## src/hdl/stq_pkg.sv

```systemverilog
// Package with the shared types and constants of the sorted timer queue.
`timescale 1ns / 1ps
package stq_pkg;
    localparam int SLOTS      = 16;
    localparam int SLOT_W     = 4;
    localparam int LINK_W     = 5;
    localparam logic [31:0] NO_DUE = 32'hffffffff;

    localparam logic [1:0] ACT_TICK  = 2'd0;
    localparam logic [1:0] ACT_ALLOC = 2'd1;
    localparam logic [1:0] ACT_FREE  = 2'd2;
    localparam logic [1:0] ACT_ARM   = 2'd3;

    localparam logic [1:0] ST_FREE  = 2'd0;
    localparam logic [1:0] ST_ALLOC = 2'd1;
    localparam logic [1:0] ST_RUN   = 2'd2;

    localparam logic [1:0] STS_OK      = 2'd0;
    localparam logic [1:0] STS_NO_SLOT = 2'd1;
    localparam logic [1:0] STS_WRONG   = 2'd2;

    typedef struct packed {
        logic [1:0]  action;
        logic [3:0]  slot;
        logic [31:0] delay;
        logic [3:0]  dest;
        logic [31:0] tag;
    } in_item_t;

    typedef struct packed {
        logic        reply_kind;
        logic [1:0]  status;
        logic [3:0]  slot_out;
        logic [3:0]  dest_out;
        logic [31:0] tag_out;
        logic        switch_request;
        logic        last;
    } out_item_t;

    // Commands from the controller to the datapath.
    typedef struct packed {
        logic load;       // capture the input item
        logic do_cmd;     // run alloc/free/arm bookkeeping, prepare acknowledge
        logic tick_inc;   // advance the tick count
        logic walk_init;  // start the insertion walk at the head
        logic walk_step;  // advance the insertion walk one node
        logic link;       // splice the armed slot in
        logic pop;        // take the head as an expiry report
        logic out_load;   // place the prepared result in the output register
    } cmd_t;

    // Status from the datapath to the controller.
    typedef struct packed {
        logic is_tick;
        logic arm_ok;     // arm command accepted and needs linking
        logic walk_done;  // insertion point found
        logic head_due;   // head exists and is due
        logic pops_left;  // report budget not used up
    } sts_t;
endpackage

```

## src/hdl/stq_datapath.sv

```systemverilog
// Datapath of the timer queue: slot tables, order links, tick count and result.
`timescale 1ns / 1ps
module stq_datapath (
    input  logic              aclk,
    input  logic              aresetn,
    input  stq_pkg::in_item_t in_item,
    input  logic [4:0]        task_slot,
    input  stq_pkg::cmd_t     cmd,
    input  logic              last_flag,
    output stq_pkg::sts_t     sts,
    output stq_pkg::out_item_t res
);
    import stq_pkg::*;

    logic [1:0]  state_reg [SLOTS];
    logic [31:0] deadline_reg [SLOTS];
    logic [3:0]  dest_reg [SLOTS];
    logic [31:0] tag_reg [SLOTS];
    logic [LINK_W-1:0] link_reg [SLOTS];
    logic [LINK_W-1:0] head_reg;
    logic [31:0] count_reg;
    in_item_t    item_reg;
    logic [LINK_W-1:0] cur_reg, prev_reg;
    logic [4:0]  guard_reg;
    logic [4:0]  npop_reg;
    out_item_t   pend_reg;
    logic        arm_ok_reg;

    logic [SLOT_W-1:0] free_idx;
    logic              free_found;
    logic [SLOT_W-1:0] head_s, cur_s, prev_s;
    logic [31:0]       new_dl;
    out_item_t         ack_item, rpt_item, res_next;

    assign head_s = head_reg[SLOT_W-1:0];
    assign cur_s  = cur_reg[SLOT_W-1:0];
    assign prev_s = prev_reg[SLOT_W-1:0];
    assign new_dl = deadline_reg[item_reg.slot];

    // Lowest free slot, a priority search over the state bits.
    always_comb begin
        free_idx = '0;
        free_found = 1'b0;
        for (int i = SLOTS - 1; i >= 0; i--) begin
            if (state_reg[i] == ST_FREE) begin
                free_idx = SLOT_W'(i);
                free_found = 1'b1;
            end
        end
    end

    // Acknowledge of a command, expiry report of the head, and the outgoing result.
    always_comb begin
        ack_item = '0;
        if (item_reg.action == ACT_ALLOC) begin
            ack_item.status   = free_found ? STS_OK : STS_NO_SLOT;
            ack_item.slot_out = free_found ? free_idx : '0;
        end else begin
            ack_item.slot_out = item_reg.slot;
            ack_item.status   = (state_reg[item_reg.slot] == ST_RUN) ? STS_WRONG
                                                                     : STS_OK;
        end
        rpt_item = '0;
        rpt_item.reply_kind     = 1'b1;
        rpt_item.status         = STS_OK;
        rpt_item.slot_out       = head_s;
        rpt_item.dest_out       = dest_reg[head_s];
        rpt_item.tag_out        = tag_reg[head_s];
        rpt_item.switch_request = {1'b0, head_s} == task_slot;
        res_next = pend_reg;
        res_next.last = last_flag;
    end

    assign sts.is_tick   = item_reg.action == ACT_TICK;
    assign sts.arm_ok    = arm_ok_reg;
    assign sts.walk_done = cur_reg[LINK_W-1] || guard_reg[4]
                           || !(deadline_reg[cur_s] < new_dl);
    assign sts.head_due  = !head_reg[LINK_W-1] && (deadline_reg[head_s] <= count_reg);
    assign sts.pops_left = !npop_reg[4];

    // Control state: slot states, head, tick count.
    always_ff @(posedge aclk) begin
        if (!aresetn) begin
            for (int i = 0; i < SLOTS; i++) state_reg[i] <= ST_FREE;
            head_reg  <= LINK_W'(SLOTS);
            count_reg <= '0;
            arm_ok_reg <= 1'b0;
        end else begin
            if (cmd.tick_inc) count_reg <= count_reg + 32'd1;
            if (cmd.do_cmd) begin
                arm_ok_reg <= 1'b0;
                if (item_reg.action == ACT_ALLOC) begin
                    if (free_found) state_reg[free_idx] <= ST_ALLOC;
                end else if (state_reg[item_reg.slot] != ST_RUN) begin
                    if (item_reg.action == ACT_FREE) begin
                        state_reg[item_reg.slot] <= ST_FREE;
                    end else begin
                        state_reg[item_reg.slot] <= ST_RUN;
                        arm_ok_reg <= 1'b1;
                    end
                end
            end
            if (cmd.link && prev_reg[LINK_W-1]) head_reg <= {1'b0, item_reg.slot};
            if (cmd.pop) begin
                state_reg[head_s] <= ST_ALLOC;
                head_reg <= link_reg[head_s];
            end
        end
    end

    // Payload storage, walk registers and result.
    always_ff @(posedge aclk) begin
        if (cmd.load) item_reg <= in_item;
        if (cmd.do_cmd) begin
            pend_reg <= ack_item;
            if (item_reg.action == ACT_ARM && state_reg[item_reg.slot] != ST_RUN) begin
                dest_reg[item_reg.slot]     <= item_reg.dest;
                tag_reg[item_reg.slot]      <= item_reg.tag;
                deadline_reg[item_reg.slot] <= count_reg + item_reg.delay;
            end
        end
        if (cmd.tick_inc) npop_reg <= '0;
        if (cmd.walk_init) begin
            cur_reg   <= head_reg;
            prev_reg  <= LINK_W'(SLOTS);
            guard_reg <= '0;
        end
        if (cmd.walk_step) begin
            prev_reg  <= cur_reg;
            cur_reg   <= link_reg[cur_s];
            guard_reg <= guard_reg + 5'd1;
        end
        if (cmd.link) begin
            link_reg[item_reg.slot] <= cur_reg;
            if (!prev_reg[LINK_W-1]) link_reg[prev_s] <= {1'b0, item_reg.slot};
        end
        if (cmd.pop) begin
            npop_reg <= npop_reg + 5'd1;
            pend_reg <= rpt_item;
        end
        if (cmd.out_load) res <= res_next;
    end
endmodule

```

## src/hdl/stq_control.sv

```systemverilog
// Controller state machine of the timer queue.
`timescale 1ns / 1ps
module stq_control (
    input  logic          aclk,
    input  logic          aresetn,
    input  logic          s_valid,
    output logic          s_ready,
    output logic          m_valid,
    input  logic          m_ready,
    input  stq_pkg::sts_t sts,
    output stq_pkg::cmd_t cmd,
    output logic          last_flag
);
    import stq_pkg::*;

    typedef enum logic [8:0] {
        S_IDLE  = 9'b000000001,
        S_DISP  = 9'b000000010,
        S_CMD   = 9'b000000100,
        S_WALK  = 9'b000001000,
        S_ACK   = 9'b000010000,
        S_CHECK = 9'b000100000,
        S_POP   = 9'b001000000,
        S_EMIT  = 9'b010000000,
        S_WAIT  = 9'b100000000
    } state_t;

    state_t state_reg, state_next;
    logic   mv_reg, mv_next;
    logic   more_reg, more_next;
    logic   stall;

    assign s_ready = state_reg == S_IDLE;
    assign m_valid = mv_reg;
    assign stall   = mv_reg && !m_ready;

    // Next state and commands.
    always_comb begin
        state_next = state_reg;
        mv_next    = mv_reg && !m_ready;
        more_next  = more_reg;
        cmd        = '0;
        last_flag  = 1'b1;
        case (state_reg)
            S_IDLE: begin
                if (s_valid) begin
                    cmd.load = 1'b1;
                    state_next = S_DISP;
                end
            end
            S_DISP: begin
                if (sts.is_tick) begin
                    cmd.tick_inc = 1'b1;
                    state_next = S_CHECK;
                end else begin
                    cmd.do_cmd = 1'b1;
                    state_next = S_CMD;
                end
            end
            S_CMD: begin
                cmd.walk_init = 1'b1;
                state_next = sts.arm_ok ? S_WALK : S_ACK;
            end
            S_WALK: begin
                if (sts.walk_done) begin
                    cmd.link = 1'b1;
                    state_next = S_ACK;
                end else begin
                    cmd.walk_step = 1'b1;
                end
            end
            S_ACK: begin
                if (!stall) begin
                    cmd.out_load = 1'b1;
                    mv_next = 1'b1;
                    state_next = S_IDLE;
                end
            end
            S_CHECK: begin
                if (sts.head_due && sts.pops_left) begin
                    cmd.pop = 1'b1;
                    state_next = S_POP;
                end else begin
                    state_next = S_IDLE;
                end
            end
            S_POP: begin
                // Report is staged; decide whether it is the final one.
                more_next = sts.head_due && sts.pops_left;
                state_next = S_EMIT;
            end
            S_EMIT: begin
                last_flag = !more_reg;
                if (!stall) begin
                    cmd.out_load = 1'b1;
                    mv_next = 1'b1;
                    state_next = more_reg ? S_WAIT : S_IDLE;
                end
            end
            S_WAIT: begin
                if (!stall) begin
                    cmd.pop = 1'b1;
                    state_next = S_POP;
                end
            end
            default: state_next = S_IDLE;
        endcase
    end

    always_ff @(posedge aclk) begin
        if (!aresetn) begin
            state_reg <= S_IDLE;
            mv_reg    <= 1'b0;
            more_reg  <= 1'b0;
        end else begin
            state_reg <= state_next;
            mv_reg    <= mv_next;
            more_reg  <= more_next;
        end
    end
endmodule

```

## src/hdl/sorted_timer_queue.sv

```systemverilog
// Top level of the sorted timer queue.
`timescale 1ns / 1ps
// Sorted timer queue: sixteen timer slots ordered by deadline.
// The input channel (s_valid, s_ready, s_data) carries one command per
// transfer: tick, allocate, free or arm. The result channel (m_valid,
// m_ready, m_data) returns one acknowledge per command and one expiry
// report per due timer on a tick; last marks the final result of an item.
// A tick with nothing due gives no result.
// An arm runs an insertion walk over the order links, a step per running
// timer ahead of the new deadline, at most 16 steps. A tick pops the due
// timers from the head one at a time, one expiry report each.
// One item is in work at a time; s_ready is high only while idle.
// The result stays in the output register until taken; a stalled receiver
// holds the block at the next result.
// cfg_we and cfg_data write task_slot; the user must write it only while
// the block is idle; the block itself does not enforce this.
// Reset (aresetn low, synchronous) frees all slots, clears the tick count,
// empties the queue and sets task_slot to 16 (none).
module sorted_timer_queue (
    input  logic               aclk,
    input  logic               aresetn,
    input  logic               cfg_we,
    input  logic [4:0]         cfg_data,
    input  logic               s_valid,
    output logic               s_ready,
    input  stq_pkg::in_item_t  s_data,
    output logic               m_valid,
    input  logic               m_ready,
    output stq_pkg::out_item_t m_data
);
    import stq_pkg::*;

    logic [4:0] task_slot_reg;
    cmd_t cmd;
    sts_t sts;
    logic last_flag;

    // Configuration register.
    always_ff @(posedge aclk) begin
        if (!aresetn) task_slot_reg <= 5'd16;
        else if (cfg_we) task_slot_reg <= cfg_data;
    end

    stq_control u_ctrl (
        .aclk(aclk), .aresetn(aresetn), .s_valid(s_valid), .s_ready(s_ready),
        .m_valid(m_valid), .m_ready(m_ready), .sts(sts), .cmd(cmd),
        .last_flag(last_flag)
    );

    stq_datapath u_dp (
        .aclk(aclk), .aresetn(aresetn), .in_item(s_data), .task_slot(task_slot_reg),
        .cmd(cmd), .last_flag(last_flag), .sts(sts), .res(m_data)
    );
endmodule
```

## config.mk

```make
export PLATFORM = sky130hd
export DESIGN_NAME = sorted_timer_queue
export DESIGN_NICKNAME = d
export VERILOG_FILES = /design/src/hdl/stq_pkg.sv /design/src/hdl/stq_datapath.sv /design/src/hdl/stq_control.sv /design/src/hdl/sorted_timer_queue.sv
export SDC_FILE = /design/constraint.sdc
export NUM_CORES = 2
export LEC_CHECK = 0
export BUFFER_PORTS_ARGS = -buffer_cell sky130_fd_sc_hd__buf_2
export CORE_ASPECT_RATIO = 1.75
export CORE_MARGIN = 3
export CORE_UTILIZATION = 60
export CTS_CLUSTER_DIAMETER = 40
export CTS_CLUSTER_SIZE = 12
export DETAILED_ROUTE_END_ITERATION = 16
export GPL_TIMING_DRIVEN = 0
export HOLD_SLACK_MARGIN = 0.15
export MAX_ROUTING_LAYER = met4
export PLACE_DENSITY = 0.84
export SETUP_SLACK_MARGIN = 0.5
export SLEW_MARGIN = 20
export SYNTH_ARGS = -nofsm -noshare
export SYNTH_HDL_FRONTEND = slang
export SYNTH_SLANG_ARGS = --single-unit
```

## constraint.sdc

```tcl
create_clock -name aclk -period 9.8 [get_ports aclk]
set_clock_uncertainty 0.15 [all_clocks]
set_input_delay 0 -clock aclk [delete_from_list [all_inputs] [get_ports aclk]]
set_output_delay 0 -clock aclk [all_outputs]
set_load 0.05 [all_outputs]
```

Word-level counts from Yosys, hierarchy flattened
Memories as Yosys holds them, arrays and structs flattened. A register that Yosys moved wholly into a read port is not among the register bits.
Cells that the tools add are included.
Word-level totals
  register bits: 237
  latch bits: 0
  bits in writable memories: 1200
  ROM bits: 0
  bits of input ports: 84
  output and inout port bits: 47
  word-level logic and storage cells: 222
  memories kept: 5
Memories
  u_dp.deadline_reg: depth 16, width 32, rd ports 3, clocked after memory_dff 3, wr ports 1, line stq_datapath.sv:16  | logic [31:0] deadline_reg [SLOTS];
  u_dp.tag_reg: depth 16, width 32, rd ports 1, clocked after memory_dff 1, wr ports 1, line stq_datapath.sv:18  | logic [31:0] tag_reg [SLOTS];
  u_dp.link_reg: depth 16, width 5, rd ports 2, clocked after memory_dff 2, wr ports 2, line stq_datapath.sv:19  | logic [LINK_W-1:0] link_reg [SLOTS];
  u_dp.dest_reg: depth 16, width 4, rd ports 1, clocked after memory_dff 1, wr ports 1, line stq_datapath.sv:17  | logic [3:0] dest_reg [SLOTS];
  u_dp.state_reg: depth 16, width 2, rd ports 17, clocked after memory_dff 1, wr ports 16, line stq_datapath.sv:15  | logic [1:0] state_reg [SLOTS];
Operators by class
  add/sub/neg operators: 4
  multipliers: 0
  divide/modulo/power cells: 0
  $lt $le $gt $ge: 2
  eq/ne operators: 20
  shifts and indexed selects: 0
  multiplexer cells: 123
  bitwise logic cells: 1
  reduce and logical (&&, ||, !) cells: 38
Operator list (count)
  4-bit 2-to-1 mux: 32
  42-bit 2-to-1 mux: 2
  9-bit one-hot mux with 9 select lines: 1
  1-bit 2-to-1 mux: 60
  5-bit 2-to-1 mux: 11
  9-bit 2-to-1 mux: 6
  2-bit zero test: 17
  32-bit by 1-bit adder with 32-bit output, second input constant: 1
  32-bit adder: 1
  32-bit less-or-equal comparator: 1
  32-bit less-than comparator: 1
  2-bit 2-to-1 mux: 7
  6-bit 2-to-1 mux: 2
  2-bit != test, second input constant: 6
  5-bit by 1-bit adder with 5-bit output, second input constant: 2
  9-bit by 1-bit == test with 1-bit output, second input constant: 1
  9-bit by 2-bit == test with 1-bit output, second input constant: 1
  9-bit by 3-bit == test with 1-bit output, second input constant: 1
  9-bit by 4-bit == test with 1-bit output, second input constant: 1
  9-bit by 5-bit == test with 1-bit output, second input constant: 1
  9-bit by 6-bit == test with 1-bit output, second input constant: 1
  9-bit by 7-bit == test with 1-bit output, second input constant: 1
  9-bit by 8-bit == test with 1-bit output, second input constant: 1
  9-bit == test, second input constant: 1
  other kinds (12): 29

Depth between registers and ports, before layout
An unclocked memory read counts as a cell.
  word-level depth: 27
  mapped depth: 20
  mapped depth without buffers: 13

Cells and area by module
From an unflattened synthesis, not the netlist that was laid out.
Unflattened totals
  cell total of the unflattened synthesis: 3685
  area total of the unflattened synthesis: 67380.9 um^2
Modules (own cells, without submodules)
  stq_datapath: times used 1, cells each 3566, area each 66408.7 um^2, sequential area each 42020.3 um^2
  stq_control: times used 1, cells each 103, area each 782.0 um^2, sequential area each 220.2 um^2
  sorted_timer_queue: times used 1, cells each 16, area each 190.2 um^2, sequential area each 100.1 um^2

Least setup slack after synthesis
No wires, ideal clock.
  path type: reg2reg
  from: register with a tool-made name
  to: memory u_dp.deadline_reg[10][0], enable pin
  library setup time: 577 ps
  arrival: 6526 ps
  data required time: 9073 ps
  setup slack: 2546 ps
  stages on the path, launching flop included: 12
  cells stage by stage: dfxtp_1 > buf_2 > buf_2 > buf_2 > nor4b_1 > nor4_1 > a2bb2oi_1 > and2_1 > nor2_1 > nand2_1 > clkbuf_1 > nor3_1
RTL lines (line)
  end, declared: stq_datapath.sv:16

==> reports/summary.md <==
The routed layout has 43800 vias. The critical path is of the reg2reg type. In this run the cell area of the synthesized design comes to 67600 µm². The sequential fraction of the synthesis area was 0.631.

The violation count after the first detailed-route iteration was 6711; the proportion of register bits with asynchronous set or reset after synthesis was 0. Post-route worst hold slack: 0.235 ns. The number of placed instances, taps included, is 5418. Adding up every negative setup slack in the final design gives 0 ns. The number of synthesized flops with an enable pin is 1364, and the clock buffer count from CTS is 155.

For the number of standard cells in the layout, taps in and fillers out, the log shows 5834. The logs give 1.04 for the final weighted congestion in routability-driven placement and 0 for the final max-slew violation count. The die extent in y works out to 450 µm. The maximum fanout count along the critical path came out at 12. The number of global-route vias before repair came out at 44900.

The share of the clock period used by the worst path after layout came out at 0.913. The count of buffers added on input and output ports is 129. Entering global routing, the biggest net connects 48 pins. The placement row count came out at 162. The tools report the endpoint kind of the worst setup timing path as a flop. The kind of start point of the critical path is a flop. During I/O placement, the number of pins put on the boundary was 131. The initial antenna violation count is 11. The first global-routing pass estimated 314 mm of wire. The global-route usage over all layers was 0.399. The count of synthesis-stage warnings from yosys is 0, and the placed instance area is 72100 µm². Maximum clock frequency: 112 MHz. The post-CTS setup buffer count was 0; the final routed wire length divided by cell count was 38.2 µm. After synthesis, the netlist uses 83 different library cells. For the final-stage net count, the log shows 4455. In the synthesized netlist the dominant register cell turns out to be sky130_fd_sc_hd__edfxtp_1.

For the leakage power total, the log shows 25.8 nW. Setup violations remaining at the end of the flow were counted as 0. The routed metal-1 wirelength is 62.5 mm.

When the netlist entered floorplanning its net count stood at 3798. The number of cells produced by synthesis is 3616. The tools report the data required time at the worst endpoint as 10.16 ns.

After detailed routing, the number of vias per cell comes to 7.50. The die covers 117000 µm². Total routed wirelength: 223 mm.

The min-delay analysis places its worst path in the category in2reg. Leaving out fill and tap cells, the most frequent cells in the layout are 1364 x sky130_fd_sc_hd__edfxtp_1, 711 x sky130_fd_sc_hd__mux4_2, 177 x sky130_fd_sc_hd__buf_2. Maximum buffer depth of the clock tree: 3. The detailed router used layers up to and including met4. Clock period minus worst slack: 8.94 ns. The first detailed-routing pass took 6 iterations. Filler cell count in the final layout: 6508.

The flow ran to the end, and the final reports show no timing, DRC or antenna violations. Detailed placement ended at an HPWL of 148 mm. For the number of clock sinks, the log shows 1449. The later pin in the worst-skew pair is clocked with a latency of 0.83 ns.

The initial core utilization came out at 0.606. IR analysis of the VDD net gives a maximum drop of 178 µV. The finished cells cover 78600 µm². The total power of the final layout is 15.7 mW. Once detail routing completed, the nets flagged for antenna violations numbered 0.

The run gives 0.126 as the worst slew margin relative to its limit. In this run the power density over the cells is 200 nW/µm². The tools report the count of final hold-check violations as 0. Ratio of cells with drive above 1 in the final layout: 0.331. The count of state elements after synthesis is 1449, and the clock-pin slew of the registers on the worst-case setup and hold paths is 0.07 ns.

The die span in x is 260 µm, and the area growth from synthesis to layout is 16.3%. The sum of overflow across all layers after global routing was 0; the mean cell area of the mapped netlist was 18.7 µm². The core region is 112000 µm². Data on the critical path arrives at its endpoint at 9.30 ns. Across the run, the number of max-cap violations was 0. TritonCTS built the clock tree. The tools report the amount of wire on met2 after detailed routing as 107 mm. For the number of DRC violations after detailed routing, the log shows 0.

Most common cell after layout, fill and taps aside: sky130_fd_sc_hd__edfxtp_1. In this run the number of H-tree levels came out at 4. The cell sitting at the root of the clock tree is a sky130_fd_sc_hd__clkbuf_16. Setup repair after global routing left no endpoint under its margin.

The transition time at the pin with the least slew margin is 1.31 ns. In the detailed route, the total length drawn on met3 is 27.3 mm.
## synthesized netlist by cell type, drive strengths merged, types with 56 or more instances
cell | count | area (µm²)
a21oi | 69 | 349
edfxtp | 1364 | 41000
mux4 | 711 | 16000
nand2 | 85 | 322
ha | 97 | 1210
clkbuf | 151 | 567
dfxtp | 85 | 1700
nand3 | 56 | 280
buf | 88 | 440
o21ai | 91 | 455
inv | 86 | 323
nor2 | 161 | 607
nor3 | 70 | 362
## critical path: stages, from the launching register on
cell and delay [ns]:
sky130_fd_sc_hd__dfxtp_1 0.31, sky130_fd_sc_hd__clkbuf_1 0.50, sky130_fd_sc_hd__clkbuf_1 0.66, sky130_fd_sc_hd__clkbuf_1 0.93
sky130_fd_sc_hd__buf_2 0.78, sky130_fd_sc_hd__mux4_2 0.60, sky130_fd_sc_hd__mux4_2 0.55, sky130_fd_sc_hd__ha_1 0.33
sky130_fd_sc_hd__nand4_1 0.21, sky130_fd_sc_hd__nor4_1 0.88, sky130_fd_sc_hd__a21bo_2 0.30, sky130_fd_sc_hd__nand4_1 0.18
sky130_fd_sc_hd__a311o_1 0.27, sky130_fd_sc_hd__nand2_1 0.59, sky130_fd_sc_hd__a41oi_1 0.78, sky130_fd_sc_hd__clkbuf_1 0.38
sky130_fd_sc_hd__o21ai_0 0.23
## per-stage QoR
step | worst slack [ns] | utilization
detailed placement | 1.16 | 0.645
global placement | -5.44 | 0.628
global route | 0.737 | 0.704
finish | 0.857 | 0.704
floorplan | 2.55 | -
CTS | 0.976 | 0.703
## per-layer routing
layer  global-route usage  vias up
li1                     -    16500
met3                0.116     1470
met2                0.613     4277
met1                0.416    21500
met5                    -        -
met4                0.353        0
## logic make-up after synthesis
| logic type | count (synthesis) | share of synthesized area |
|---|---|---|
| AND/OR/NAND/NOR | 581 | 0.0442 |
| adder cells (fa/ha/maj) | 98 | 0.0182 |
| multiplexers | 759 | 0.245 |
| flip-flops | 1449 | 0.631 |
| buffers and inverters | 325 | 0.0197 |
| AO/OA/AOI/OAI | 346 | 0.0344 |
| XOR/XNOR | 58 | 0.00751 |
## worst paths after layout
kind         slack, ns  depth (start not counted)                             endpoint                             from
max               0.86                         16  u_dp.state_reg[12][0]$_SDFFCE_PN0P_                             flop
max reg2reg       0.86                         16  u_dp.state_reg[12][0]$_SDFFCE_PN0P_                             flop
min reg2reg       0.27                          0               u_dp.res[25]$_DFFE_PP_  u_dp.pend_reg[25]$_SDFFCE_PN0P_
min               0.24                          5                                 flop                          aresetn
## cell type report
| cell class | instances | area, µm² | share of cell area |
|---|---|---|---|
| Tap cell | 1476 | 1850 | 0.0235 |
| Clock inverter | 50 | 576 | 0.00732 |
| Multi-Input combinational cell | 1842 | 23900 | 0.304 |
| Timing Repair Buffer | 500 | 4080 | 0.0519 |
| Clock buffer | 181 | 4110 | 0.0523 |
| Inverter | 86 | 328 | 0.00417 |
| Antenna cell | 11 | 27.5 | 0.000350 |
| Sequential cell | 1449 | 42700 | 0.543 |
| Buffer | 239 | 1100 | 0.0140 |
## timing repair
| action | in CTS | in global routing |
|---|---|---|
| hold buffers | 173 | 0 |
| hold endpoints to repair | 241 | 0 |
| gates resized for setup | 0 | 0 |
## power by group
part	leakage, nW	total (mW)	switching, mW	internal (mW)
logic	10.6	2.61	1.64	0.974
clock network	2.29	5.64	2.43	3.21
registers	12.9	7.43	0.216	7.22
total	25.8	15.7	4.28	11.4
No activity file was read; power rests on OpenSTA's default activity.
